==> src/bre_pkg.sv <==
// Shared constants, codes and the work descriptor type for the binary rectangular erosion block.
package bre_pkg;

    localparam int MaxWidth  = 1024;
    localparam int ColW      = $clog2(MaxWidth);
    localparam int MaxKernel = 64;
    localparam int RingRows  = MaxKernel + 1;
    localparam int SlotW     = $clog2(RingRows);
    localparam int HeadCols  = MaxKernel / 2;
    localparam int BankDepth = MaxKernel;
    localparam int HalfW     = $clog2(HeadCols + 1);
    localparam int KernW     = 7;
    localparam int WidthW    = 11;
    localparam int HeightW   = 16;
    localparam int RowW      = HeightW + 1;
    localparam int CfgIdxW   = 2;
    localparam int CfgDataW  = 16;
    localparam int PixW      = 8;
    localparam logic [PixW-1:0] FgLevel = 8'd255;

    typedef enum logic [CfgIdxW-1:0] {
        CFG_IMAGE_WIDTH  = 2'd0,
        CFG_IMAGE_HEIGHT = 2'd1,
        CFG_KERNEL_ROWS  = 2'd2,
        CFG_KERNEL_COLS  = 2'd3
    } t_cfg_idx;

    // One unit of work: the history write of an item and the output it causes.
    typedef struct packed {
        logic             wr_en;
        logic [ColW-1:0]  wcol;
        logic [SlotW-1:0] wslot;
        logic             wbit;
        logic             out_en;
        logic             last;
        logic [SlotW-1:0] s0;
        logic [SlotW-1:0] slen;
        logic [ColW-1:0]  c0;
        logic [ColW-1:0]  c1;
    } t_op;

    typedef struct packed {
        logic valid;
        logic pop;
    } t_opq_hs;

endpackage

==> src/bre_opq.sv <==
// Four-entry queue of work descriptors between the front end and the back end.
module bre_opq import bre_pkg::*; (
    input  logic    i_clk,
    input  logic    i_rst_n,
    input  logic    i_push,
    input  t_op     i_op,
    output logic    o_full,
    output t_op     o_op,
    input  t_opq_hs i_hs_pop,
    output t_opq_hs o_hs
);

    t_op        r_mem [4];
    logic [1:0] r_wp, r_rp;
    logic [2:0] r_cnt;
    logic       do_pop;

    assign o_full      = (r_cnt == 3'd4);
    assign o_hs.valid  = (r_cnt != 3'd0);
    assign o_hs.pop    = do_pop;
    assign do_pop      = i_hs_pop.pop && o_hs.valid;
    assign o_op        = r_mem[r_rp];

    always_ff @(posedge i_clk) begin
        if (i_push) begin
            r_mem[r_wp] <= i_op;
        end
    end

    always_ff @(posedge i_clk) begin
        if (!i_rst_n) begin
            r_wp  <= '0;
            r_rp  <= '0;
            r_cnt <= '0;
        end else begin
            if (i_push) begin
                r_wp <= r_wp + 2'd1;
            end
            if (do_pop) begin
                r_rp <= r_rp + 2'd1;
            end
            r_cnt <= r_cnt + 3'(i_push) - 3'(do_pop);
        end
    end

endmodule

==> config.mk <==
export PLATFORM = sky130hd
export DESIGN_NAME = bre_opq
export DESIGN_NICKNAME = d
export VERILOG_FILES = /design/src/bre_pkg.sv /design/src/bre_opq.sv
export SDC_FILE = /design/constraint.sdc
export NUM_CORES = 1
export LEC_CHECK = 0
export BUFFER_PORTS_ARGS = -buffer_cell sky130_fd_sc_hd__buf_2
export CORE_MARGIN = 2
export CORE_UTILIZATION = 50
export CTS_BUF_LIST = sky130_fd_sc_hd__clkbuf_8
export DETAILED_ROUTE_END_ITERATION = 10
export GPL_TIMING_DRIVEN = 0
export PLACE_DENSITY = 0.71
export SETUP_SLACK_MARGIN = 0.5
export SLEW_MARGIN = 30
export SYNTH_ARGS = -nofsm -noshare
export SYNTH_HDL_FRONTEND = slang
export SYNTH_SLANG_ARGS = --single-unit
==> constraint.sdc <==
create_clock -name i_clk -period 6.48 [get_ports i_clk]
set_input_delay 1.62 -clock i_clk [delete_from_list [all_inputs] [get_ports i_clk]]
set_output_delay 1.62 -clock i_clk [all_outputs]
set_load 0.01 [all_outputs]
# After elaboration in Yosys (flattened, before gate mapping)
# Memories as Yosys holds them, arrays and structs flattened. A register that Yosys moved wholly into a read port is not among the register bits.
# Cells that the tools add are included.
[word_totals]
ff_bits = 7
mem_bits_rw = 220
in_bits = 60
memories = 1
[op_classes]
add_sub_neg = 4
eq_ne = 1
mux = 4
n_reduce_logical = 2
[mem_list]
columns = ["name", "words", "width", "rd", "rd_clocked_by_memory_dff", "write_ports", "line", "source"]
rows = [
  ["r_mem", 4, 55, 1, 1, 1, "bre_opq.sv:13", "t_op r_mem [4];"],
]
[op_table]
columns = ["operator", "count"]
rows = [
  ["$add 2x1->2 const B", 2],
  ["$mux 2", 2],
  ["$add 3x1->3", 1],
  ["$eq 3x3->1 const B", 1],
  ["$reduce_bool 3->1", 1],
  ["$sub 3x1->3", 1],
  ["$mux 1", 2],
  ["$logic_and 1x1->1", 1],
]

# Logic depth before layout (Yosys ltp)
[depth]
depth_word = 4
ltp_mapped = 7
mapped_depth_nobuf = 7

# Worst setup path before layout
# No wires, ideal clock.
[synth_path]
path_type = "input to output"
from = "input port i_hs_pop[0] (netlist bit)"
to = "output port o_hs[0] (netlist bit)"
t_arrival_ns = 1.961
slack_ns = 2.899
path_stages = 2
path_buffers = 1
path_cell_list = "o31a_1 -> buf_4"
[synth_rtl]
columns = ["element", "line", "source"]
rows = [
  ["from (decl)", "bre_opq.sv:9", "input t_opq_hs i_hs_pop,"],
  ["to (decl)", "bre_opq.sv:10", "output t_opq_hs o_hs"],
]

# Worst setup path in the final report
[layout_path]
from = "input port i_hs_pop[0] (netlist bit)"
to = "output port o_hs[0] (netlist bit)"
[layout_via]
elab_chain_len = 1
[layout_lines]
columns = ["element", "line", "source"]
rows = [
  ["$logic_and 1x1->1", "bre_opq.sv:21", "assign do_pop = i_hs_pop.pop && o_hs.valid;"],
]
# Every way passes these cells.

==> impl_metrics.yaml <==
setup_path:
  r2r_cells: 7
  critPathKind: "in -> out"
  path_max_fanout: 4
  r2r-start: "r_cnt[1]"
  critPathLaunchType: "primary input"
  arrival_ps: 2210
  cp.required_ps: 4860
  end_kind: "output port"
  r2r_slack_ps: 4410
  r2r-end: "r_cnt[2]"
clocking:
  cts_setup_buffers: 0
  insertion_delay_ps: 510
  clockBufferDepth: 3
  clk_pin_slew_ps: 60
  hold_buffers: 0
  htree_levels: 2
  cts_root_buf: "clkbuf_8"
  cts.sinks: 229
  cts_buffers: 37
  cts_resized: 0
  tritoncts: "done"
routing:
  wl_per_cell_um: 19.8
  vias_per_cell: 5.30
  drtPass1Iterations: 4
  vias: 3914
  first_iter_violations: 245
  ant_nets: 0
  wl_mm: 14.7
  drcViolationCount: 0
power:
  p_per_area_mw_per_mm2: 348
  power.leakage_nw: 3.53
  peakVddDrop_uv: 181
  power_w: 0.00351
grt:
  antenna_found_initial: 0
  grt_pass1_vias: 4203
  grt_max_degree: 36
  track_usage_pct: 16.5
  grt_pass1_wl_mm: 22.2
  grt_overflow: 0
worst_hold_path:
  hp-class: "reg -> reg"
  min_path_cells: 2
  hp-start: "r_rp[0]"
sta:
  worstMarginPinSlew_ps: 449
  setup_viol: 0
  worst_hold_slack_ps: 493
  slew_violations: 0
  rsz0062_at_grt: "no"
  fin_tns_setup_ps: 0
  fmax_ghz: 0.261
  period_needed_ps: 3830
  min_period_over_period_pct: 59.1
  relSlewSlack_pct: 69.7
  finalHoldViolCount: 0
  finClkSkew_ps: 20.1
layout:
  finish.utilization_pct: 60.9
  drive_above_1_share_pct: 45.1
  n_antenna_cell: 0
  fin_area_mm2: 0.0101
  nets: 559
  syn_to_final_growth_pct: 18.9
place:
  portBuffers: 116
  dpl-instance-area_mm2: 0.00943
  hpwl_mm: 9.11
  place_congestion: 0.715
synth:
  yosysSeqAreaShare_pct: 80.0
  yosysWarnings: 0
  ys_ff_latch: 229
  synth_top_family_by_area: "multiplexers"
  synthMuxAreaShare_pct: 15.3
  synth_fa_ha_area_share_pct: 1.12
  mappedNetlistArea_mm2: 0.00849
  synthesis.nets: 400
  synth_xor_area_share_pct: 0.369
  syn_avg_cell_area_um2: 25.5
  syn_inst: 333
  synth_cell_types: 23
  synth_compound_area_share_pct: 0.206
  synth-simple-area-share_pct: 1.05
die:
  die_area_mm2: 0.0180
  initial_core_util_pct: 51.2
  num_io_pins: 118
  fp.dieW_um: 134
  fp-row-count: 47
  die_y_um: 134
  core_mm2: 0.0166
flow_run:
  maxCapViolCount: 0
status:
  status: "complete, no violations"
worst max-delay path by stage:
stage / start / end / slack [ps]
after global routing: i_hs_pop[0] / o_hs[0] / 2620
after global placement: i_push / r_mem[1][42] / 1900
after detailed placement: i_hs_pop[0] / o_hs[0] / 2660
after floorplan: i_hs_pop[0] / o_hs[0] / 2900
final: i_hs_pop[0] / o_hs[0] / 2650
after CTS: i_hs_pop[0] / o_hs[0] / 2650
report_power, final:
| part | switching, W | internal, W |
|---|---|---|
| registers | 0.0000262 | 0.00171 |
| clock network | 0.000516 | 0.000569 |
| logic | 0.000329 | 0.000366 |
| total | 0.000871 | 0.00264 |
area by class of cell:
cell class              instances  area, um^2
clock buffers                  40         551
flip-flops and latches        229        6790
fillers                      1213        6490
multi-input cells              85        1540
clock inverters                26         109
plain buffers                  13         149
repair buffers                120         661
inverters                       6        22.5
well taps                     220         275
logic make-up after synthesis:
kind of cell	Yosys count
flops	229
mux	59
buf+inv	19
simple gates	15
fa+ha+maj	7
compound gates	2
xor+xnor	2
synthesized netlist by cell type:
master    count  area share, %
buf_4         1          0.088
fa_1          1           0.24
xnor3_1       1           0.27
and2_1        8           0.59
buf_2         5           0.29
mux4_2       50             13
and3_1        1          0.074
nand2b_1      2           0.15
mux2i_1       4           0.47
ha_1          6           0.88
mux4_1        5            1.5
o311ai_0      1           0.10
o31a_1        1           0.10
dfxtp_1       9            2.1
xor2_1        1           0.10
clkbuf_2      1          0.059
nand2_1       2          0.088
or3_1         1          0.074
buf_12        5            1.2
buf_6         1           0.13
nor2b_1       1          0.074
inv_1         6           0.27
edfxtp_1    220             78
routing by layer:
metal,GRT usage (%),wire length [um]
met4,6.20,224
met2,28.3,7540
met1,20.5,6020
met3,4.23,872
met5,0,0
cells in the final DEF, fill, tap and decap left out, drive strengths merged:
cell and count:
and2 8, and3 1, buf 132, clkbuf 41, clkinv 12, clkinvlp 1
dfxtp 9, edfxtp 220, fa 1, ha 6, inv 19, mux2i 4
mux4 55, nand2 2, nand2b 2, nor2b 1, o311ai 1, o31a 1
or3 1, xnor3 1, xor2 1
sequential cells by signal (all words and copies together) (netlist names), named ones only:
| name | count |
|---|---|
| r_rp | 2 |
| r_mem | 220 |
| r_wp | 2 |
| r_cnt | 3 |
critical path: stages:
cell,delay (ps)
buf_2,80
o31a_1,250
buf_4,150
buf_2,120
stage by stage:
step	instances	setup slack (ps)
final	739	2650
after global routing	739	2620
after CTS	739	2650
after detailed placement	673	2660
after global placement	669	1900
after floorplan	333	2900
Power figures use the tool's default switching activity.
