==> src/bre_pkg.sv <==
// Shared constants, codes and the work descriptor type for the binary rectangular erosion block.
package bre_pkg;

    localparam int MaxWidth  = 1024;
    localparam int ColW      = $clog2(MaxWidth);
    localparam int MaxKernel = 64;
    localparam int RingRows  = MaxKernel + 1;
    localparam int SlotW     = $clog2(RingRows);
    localparam int HeadCols  = MaxKernel / 2;
    localparam int BankDepth = MaxKernel;
    localparam int HalfW     = $clog2(HeadCols + 1);
    localparam int KernW     = 7;
    localparam int WidthW    = 11;
    localparam int HeightW   = 16;
    localparam int RowW      = HeightW + 1;
    localparam int CfgIdxW   = 2;
    localparam int CfgDataW  = 16;
    localparam int PixW      = 8;
    localparam logic [PixW-1:0] FgLevel = 8'd255;

    typedef enum logic [CfgIdxW-1:0] {
        CFG_IMAGE_WIDTH  = 2'd0,
        CFG_IMAGE_HEIGHT = 2'd1,
        CFG_KERNEL_ROWS  = 2'd2,
        CFG_KERNEL_COLS  = 2'd3
    } t_cfg_idx;

    // One unit of work: the history write of an item and the output it causes.
    typedef struct packed {
        logic             wr_en;
        logic [ColW-1:0]  wcol;
        logic [SlotW-1:0] wslot;
        logic             wbit;
        logic             out_en;
        logic             last;
        logic [SlotW-1:0] s0;
        logic [SlotW-1:0] slen;
        logic [ColW-1:0]  c0;
        logic [ColW-1:0]  c1;
    } t_op;

    typedef struct packed {
        logic valid;
        logic pop;
    } t_opq_hs;

endpackage

==> src/bre_front.sv <==
// Front end: configuration registers, raster counters and work descriptor generation.
module bre_front import bre_pkg::*; (
    input  logic                i_clk,
    input  logic                i_rst_n,
    input  logic                i_cfg_we,
    input  logic [CfgIdxW-1:0]  i_cfg_idx,
    input  logic [CfgDataW-1:0] i_cfg_data,
    input  logic                i_accept,
    input  logic [PixW-1:0]     i_pixel,
    output t_op                 o_op
);

    logic [WidthW-1:0]  r_img_w;
    logic [HeightW-1:0] r_img_h;
    logic [KernW-1:0]   r_krows, r_kcols;
    logic [ColW-1:0]    r_wc, n_wc, r_oj, n_oj;
    logic [RowW-1:0]    r_wr, n_wr;
    logic [SlotW-1:0]   r_wslot, n_wslot, r_oslot, n_oslot;
    logic [5:0]         r_lag, n_lag;
    logic [HeightW-1:0] r_oi, n_oi;

    logic [WidthW-1:0]  w, wm1, c1_raw;
    logic [HeightW-1:0] h, hm1, rtop, rbot;
    logic [KernW-1:0]   kr, kc, low_r, low_c;
    logic [HalfW-1:0]   half_r, half_c;
    logic [RowW-1:0]    rbot_raw;
    logic               base, out_en, wr_en, last;
    t_cfg_idx           cfg_idx;

    assign cfg_idx = t_cfg_idx'(i_cfg_idx);

    always_comb begin
        if (r_img_w == '0) begin
            w = WidthW'(1);
        end else if (r_img_w > WidthW'(MaxWidth)) begin
            w = WidthW'(MaxWidth);
        end else begin
            w = r_img_w;
        end
        h  = (r_img_h == '0) ? HeightW'(1) : r_img_h;
        kr = (r_krows == '0) ? KernW'(1) :
             ((r_krows > KernW'(MaxKernel)) ? KernW'(MaxKernel) : r_krows);
        kc = (r_kcols == '0) ? KernW'(1) :
             ((r_kcols > KernW'(MaxKernel)) ? KernW'(MaxKernel) : r_kcols);
        half_r = HalfW'(kr >> 1);
        half_c = HalfW'(kc >> 1);
        low_r  = kr - KernW'(1) - KernW'(half_r);
        low_c  = kc - KernW'(1) - KernW'(half_c);
        wm1    = w - WidthW'(1);
        hm1    = h - HeightW'(1);

        wr_en  = r_wr < RowW'(h);
        base   = r_wr >= RowW'(half_r);
        out_en = base && (r_lag >= 6'(half_c));

        // Window rows, clipped to the image, as a ring slot range.
        if (r_oi >= HeightW'(half_r)) begin
            rtop = r_oi - HeightW'(half_r);
            o_op.s0 = (r_oslot >= SlotW'(half_r)) ? r_oslot - SlotW'(half_r)
                      : r_oslot + SlotW'(RingRows) - SlotW'(half_r);
        end else begin
            rtop = '0;
            o_op.s0 = '0;
        end
        rbot_raw = RowW'(r_oi) + RowW'(low_r);
        rbot     = (rbot_raw > RowW'(hm1)) ? hm1 : rbot_raw[HeightW-1:0];
        o_op.slen = SlotW'(rbot - rtop + HeightW'(1));

        o_op.c0 = (r_oj >= ColW'(half_c)) ? r_oj - ColW'(half_c) : '0;
        c1_raw  = WidthW'(r_oj) + WidthW'(low_c);
        o_op.c1 = (c1_raw > wm1) ? wm1[ColW-1:0] : c1_raw[ColW-1:0];

        last = out_en && (r_oi == hm1) && (r_oj == wm1[ColW-1:0]);

        o_op.wr_en  = wr_en;
        o_op.wcol   = r_wc;
        o_op.wslot  = r_wslot;
        o_op.wbit   = (i_pixel == FgLevel);
        o_op.out_en = out_en;
        o_op.last   = last;

        n_wc = r_wc; n_wr = r_wr; n_wslot = r_wslot; n_lag = r_lag;
        n_oj = r_oj; n_oi = r_oi; n_oslot = r_oslot;
        if (last) begin
            n_wc = '0; n_wr = '0; n_wslot = '0; n_lag = '0;
            n_oj = '0; n_oi = '0; n_oslot = '0;
        end else begin
            if (WidthW'(r_wc) == wm1) begin
                n_wc    = '0;
                n_wr    = r_wr + RowW'(1);
                n_wslot = (r_wslot == SlotW'(RingRows - 1)) ? '0 : r_wslot + SlotW'(1);
            end else begin
                n_wc = r_wc + ColW'(1);
            end
            if (base && (r_lag != '1)) begin
                n_lag = r_lag + 6'd1;
            end
            if (out_en) begin
                if (WidthW'(r_oj) == wm1) begin
                    n_oj    = '0;
                    n_oi    = r_oi + HeightW'(1);
                    n_oslot = (r_oslot == SlotW'(RingRows - 1)) ? '0
                              : r_oslot + SlotW'(1);
                end else begin
                    n_oj = r_oj + ColW'(1);
                end
            end
        end
    end

    always_ff @(posedge i_clk) begin
        if (!i_rst_n) begin
            r_img_w <= WidthW'(640);
            r_img_h <= HeightW'(480);
            r_krows <= KernW'(45);
            r_kcols <= KernW'(45);
            r_wc <= '0; r_wr <= '0; r_wslot <= '0; r_lag <= '0;
            r_oj <= '0; r_oi <= '0; r_oslot <= '0;
        end else if (i_cfg_we) begin
            case (cfg_idx)
                CFG_IMAGE_WIDTH:  r_img_w <= i_cfg_data[WidthW-1:0];
                CFG_IMAGE_HEIGHT: r_img_h <= i_cfg_data[HeightW-1:0];
                CFG_KERNEL_ROWS:  r_krows <= i_cfg_data[KernW-1:0];
                CFG_KERNEL_COLS:  r_kcols <= i_cfg_data[KernW-1:0];
                default:          r_img_w <= r_img_w;
            endcase
            r_wc <= '0; r_wr <= '0; r_wslot <= '0; r_lag <= '0;
            r_oj <= '0; r_oi <= '0; r_oslot <= '0;
        end else if (i_accept) begin
            r_wc <= n_wc; r_wr <= n_wr; r_wslot <= n_wslot; r_lag <= n_lag;
            r_oj <= n_oj; r_oi <= n_oi; r_oslot <= n_oslot;
        end
    end

endmodule

==> config.mk <==
export PLATFORM = sky130hd
export DESIGN_NAME = bre_front
export DESIGN_NICKNAME = d
export VERILOG_FILES = /design/src/bre_pkg.sv /design/src/bre_front.sv
export SDC_FILE = /design/constraint.sdc
export NUM_CORES = 1
export LEC_CHECK = 0
export BUFFER_PORTS_ARGS = -buffer_cell sky130_fd_sc_hd__clkbuf_2
export CORE_MARGIN = 2
export CORE_UTILIZATION = 55
export CTS_CLUSTER_SIZE = 16
export DETAILED_ROUTE_END_ITERATION = 10
export PLACE_DENSITY = 0.85
export SETUP_SLACK_MARGIN = 0.3
export SLEW_MARGIN = 25
export SYNTH_ARGS = -nofsm -noshare
export SYNTH_HDL_FRONTEND = slang
export SYNTH_SLANG_ARGS = --single-unit
==> constraint.sdc <==
create_clock -name i_clk -period 7.6 [get_ports i_clk]
set_clock_uncertainty 0.1 [all_clocks]
set_input_delay 0.76 -clock i_clk [delete_from_list [all_inputs] [get_ports i_clk]]
set_output_delay 0.76 -clock i_clk [all_outputs]
set_load 0.02 [all_outputs]
=== Yosys cells after proc, flatten, opt, wreduce, memory -nomap -nowiden ===
Index checks and enable logic that the tools add are counted.

* Eq/ne operators: 11
* Multiply operators: 0
* Multiplexer cells: 32
* Bitwise operators: 1
* Order comparisons: 11
* Shifts and indexed selects: 0
* Reduce and logical (&&, ||, !) cells: 22
* Add/subtract/negate cells: 22
* Divide/modulo/power cells: 0

{| class="wikitable"
|+ Operator list
! kind !! number
|-
| $mux W7 || 15
|-
| $mux W10 || 7
|-
| $mux W16 || 4
|-
| $sub A7 B6 Y7 || 5
|-
| $mux W17 || 2
|-
| $eq A10 B11 Y1 || 2
|-
| $mux W11 || 2
|-
| $add A7 B1 Y7 const B || 3
|-
| $add A10 B1 Y10 const B || 2
|-
| $add A16 B7 Y17 || 1
|-
| $add A17 B1 Y17 const B || 1
|-
| $ge A17 B6 Y1 || 1
|-
| $gt A17 B16 Y1 || 1
|-
| $lt A17 B16 Y1 || 1
|-
| $add A16 B1 Y16 const B || 1
|-
| $eq A16 B16 Y1 || 1
|-
| $ge A16 B6 Y1 || 1
|-
| $logic_not A16 Y1 || 1
|-
| $sub A16 B1 Y16 const B || 1
|-
| $eq A7 B7 Y1 const B || 2
|-
| $gt A7 B7 Y1 const B || 2
|-
| $logic_not A7 Y1 || 2
|-
| $reduce_and A2 Y1 || 7
|-
| $sub A7 B1 Y7 const B || 2
|-
| other kinds (24) || 32
|}

* Bits in latches: 0
* Input port bits: 30
* Logic and storage cells: 110
* ROM bits: 0
* Memories kept: 0
* RAM bits: 0
* Register bits after elaboration: 114

=== Depth between registers and ports, before layout ===
* Depth in word-level cells: 10
* Depth in mapped cells: 37
* Gate-level depth less buffers: 36

=== Least setup slack after synthesis ===
Ideal clock, no wire load.

* Path kind: reg2out
* Start: register r_krows[6]
* End: output port o_op[26] (netlist name)
* Buffers on the path: 1
* Stages on the path, launching flop included: 35
* Slack: 0.117 ns
* Arrival time: 6.623 ns
* Required time: 6.740 ns
* Path through: dfxtp_1 -> inv_1 -> nand2_1 -> inv_1 -> fa_1 -> inv_1 -> ha_1 -> a21o_1 -> a21oi_1 -> o21ai_0 -> a21o_1 -> a21o_1 -> a21oi_1 -> nand3b_1 -> nor2_1 -> xor2_1 -> ha_1 -> and4_1 -> nand3_1 -> nor4_1 -> inv_1 -> a21oi_1 -> nand3b_1 -> clkbuf_1 -> nor2_1 -> a21oi_1 -> ha_1 -> ha_1 -> a21o_1 -> a21oi_1 -> o21bai_1 -> a21oi_1 -> xnor2_1 -> xnor2_1 -> xnor2_1

{| class="wikitable"
|+ RTL lines
! element !! RTL line !! source
|-
| start, declared || bre_front.sv:15 || <nowiki>logic [KernW-1:0] r_krows, r_kcols;</nowiki>
|-
| start signal, assigned || bre_front.sv:115 || <nowiki>r_krows <= KernW'(45);</nowiki>
|-
| start signal, assigned || bre_front.sv:123 || <nowiki>CFG_KERNEL_ROWS: r_krows <= i_cfg_data[KernW-1:0];</nowiki>
|-
| end, declared || bre_front.sv:10 || <nowiki>output t_op o_op</nowiki>
|}

==> results.md <==
- Status: complete, but fails checks
- Failing checks: negative setup slack
- Slowest CP cell: fa_2
- All-Layer GR Usage: 0.295
- Cell Int Power: 0.00136 W
- Post-Layout Cell Count: 1,756
- Sequential area share after synthesis: 0.207
- Yosys reg bits: 114
- Endpoints failing setup: 1
- CTS H-tree depth: 4
- Pins Over Slew Limit: 0
- Finished Core Util: 0.640
- Via density: 6.28
- CTS sink cnt: 114
- Worst EP arrival: 7.04 ns
- Gate power share: 0.266
- Row count: 51
- Die Ht: 146 um
- Fin nets: 1,647
- Commonest non-fill, non-tap cell in the layout: nand2_1
- Setup ws final: -0.295 ns
- CP Launch Type: flip-flop
- Ports: 85
- XOR/XNOR Fraction of Synth Area: 0.0949
- Vias in the first global route: 10,400
- Aggregate global routing overflow: 0
- Crit-path most repeated cell: buf_4
- Share of post-route cells with drive strength above 1: 0.147
- Syn nets: 1,585
- # DRC: 0
- CP Capture Type: primary output
- Synthesized area: 0.0110 sq mm
- CP peak stage delay: 0.53 ns
- Die width: 146 um
- Hold Crit Class: reg -> reg
- Max-cap violation count: 0
- Max Freq: 127 MHz
- Setup TNS: -0.295 ns
- Clock Tree Buf Depth: 2
- Min cycle time layout: 7.90 ns
- RSZ-0062 raised after global routing: yes
- Ant. Diodes: 0
- Sequential share of power: 0.311
- Placer Congestion: 1.02
- Post-synth EDFFs: 0
- Wire length of the first global-routing pass: 51,700 um
- Post-synth top flop: dfxtp_1
- Combinational family with the most area after synthesis: simple AND/OR/NAND/NOR gates
- Dpl ws: -0.0549 ns
- Die area: 0.0212 sq mm
- Drt pass-1 iters: 7
- P&R area growth vs syn: 13.6%
- Clock share of power: 0.423
- Critical path peak fanout: 7
- Leak: 5.40 nW
- Tcrit/Tclk final: 1.04
- Worst R2R Setup Slack: 1.65 ns
- Commonest cells after routing, fill and taps aside: nand2_1 (144), ha_1 (119), dfxtp_1 (112)
- Yosys warns: 0
- Net Sw Frac: 0.321
- Avg Cell Area, Syn: 7.79 sq um
- Antenna violations before repair: 0
- Worst slew pin tran: 1.03 ns
- Psw: 0.000642 W
- CTS tree: yes
- Netlist cell types: 82
- 1st-iter DRT viols: 1,035
- CTS Hold Buffers Added: 0
- CP required: 6.74 ns
- CTS buffer count: 17
- CORE AREA: 0.0196 sq mm
- Post-DP HPWL: 23,700 um
- Via Count: 11,000
- Syn Inst Count: 1,416
- Setup CP Type: reg -> out
- Post-synthesis mux area share: 0.0206
- Post-synthesis compound-gate area fraction: 0.182
- Clk_lat worst skew: 0.43 ns
- Largest net degree at the start of global routing: 44
- Starting Density: 0.563
- Adder-Cell Fraction of Synth Area: 0.166
- Post-route ant nets: 0
- PortBufs: 84
- Peak VDD IR: 0.173 mV
- Power Dens Cells: 160 mW/mm^2
- Simple-gate share of the synthesized area: 0.266
- Final hold viol count: 0
- Reg clk slew, reported paths: 0.06 ns
- Async set-or-reset flop fraction in the synthesized netlist: 0
- Slew headroom: 0.293
- Clk root buf: clkbuf_16
- Hold slack final: 0.382 ns
- Post-Place Cells: 1,706
- DRT Wirelength: 32,200 um
- DR WL/cell: 18.4 um
registers in the layout (all words and copies together) (netlist names):
signal,cells
r_krows,7
r_img_h,16
r_img_w,11
r_oi,16
r_wr,17
r_kcols,7
r_oslot,7
r_wc,10
r_lag,6
r_wslot,7
r_oj,10
metal layers:
layer / track usage / share of wire / wire (um) / up-vias
met5: 0 / 0 / 0 / -
met1: 0.367 / 0.40 / 13000 / 5145
li1: - / - / - / 5204
met4: 0.132 / 0.041 / 1310 / 0
met3: 0.0489 / 0.083 / 2670 / 114
met2: 0.500 / 0.47 / 15300 / 556
per-stage QoR:
step                power [W]  area [sq um]
finish                0.00200         12500
global route          0.00208         12500
CTS                   0.00195         12300
detailed placement    0.00110         11600
global placement      0.00108         11600
floorplan            0.000976         11000
critical path, delay by kind of cell (launching register included):
kind / cells / cell delay, ns
AOI/OAI and AO/OA: 13 / 2.08
adders and majority gates: 6 / 1.82
buffers and inverters: 9 / 0.93
and+or+nand+nor: 5 / 0.83
xor gates and xnor gates: 4 / 0.60
DFF: 1 / 0.34
logic make-up after synthesis:
kind of cell | Yosys count
multiplexers | 22
AO/OA/AOI/OAI | 298
flip-flops | 114
buffers and inverters | 173
AND/OR/NAND/NOR | 552
adder cells (fa/ha/maj) | 139
XOR/XNOR | 118
path summary, 6_finish.rpt:
| kind | start | end | cells after the start |
|---|---|---|---|
| worst max register to register | r_img_w[4]$_SDFFE_PN0P_ | r_oslot[5]$_SDFFE_PP0P_ | 13 |
| worst min-delay path | r_kcols[0]$_SDFFE_PN1P_ | r_kcols[0]$_SDFFE_PN1P_ | 2 |
| worst min register to register | r_kcols[0]$_SDFFE_PN1P_ | r_kcols[0]$_SDFFE_PN1P_ | 2 |
| worst max-delay path | r_krows[2]$_SDFFE_PN1P_ | o_op[26] | 37 |
cell type report:
cell class / count / area [sq um]
multi-input combinational: 1129 / 8260
fill: 1626 / 7060
sequential: 114 / 2280
timing repair buffer: 111 / 648
clock buffer: 18 / 439
inverter: 105 / 394
tap: 265 / 332
clock inverter: 14 / 178
power groups by stage:
stage	sequential, W	clock (W)	combinational, W
2_1_floorplan	0.000627	0	0.000349
3_3_place_gp	0.000634	0	0.000445
3_5_place_dp	0.000635	0	0.000460
4_1_cts	0.000622	0.000849	0.000477
5_1_grt	0.000624	0.000877	0.000579
6_report	0.000623	0.000848	0.000532
Yosys cell counts, types with 6 or more instances:
library cell / n / area share
nand4_1: 42 / 0.024
o21a_1: 14 / 0.0095
inv_1: 102 / 0.035
o21ai_1: 10 / 0.0045
and4_1: 8 / 0.0064
xnor2_1: 77 / 0.061
nand4b_1: 7 / 0.0056
nand3_1: 46 / 0.021
and3_1: 28 / 0.016
or4_1: 15 / 0.010
clkbuf_1: 47 / 0.016
nor2_1: 99 / 0.034
a21boi_0: 28 / 0.019
o21bai_1: 11 / 0.0075
or2_2: 6 / 0.0034
mux2i_1: 16 / 0.015
nand2b_1: 18 / 0.010
fa_1: 12 / 0.022
mux2_2: 6 / 0.0061
o21ai_0: 42 / 0.019
dfxtp_1: 114 / 0.21
or3_1: 26 / 0.015
a2111oi_0: 8 / 0.0064
nor2b_1: 19 / 0.011
ha_1: 127 / 0.14
o31ai_1: 8 / 0.0054
nand2_1: 147 / 0.050
a211oi_1: 6 / 0.0041
a21o_1: 18 / 0.012
buf_2: 11 / 0.0050
nor3_1: 32 / 0.015
nor4_1: 19 / 0.011
xor2_1: 40 / 0.032
o211ai_1: 16 / 0.011
and2_1: 8 / 0.0045
a21oi_1: 86 / 0.039
repair_timing:
item | in CTS | in global routing
pin swaps | 34 | 36
setup buffers | 10 | 8
resized for setup | 17 | 35
endpoints found under the setup margin | 5 | 5
Power figures use the tool's default switching activity.
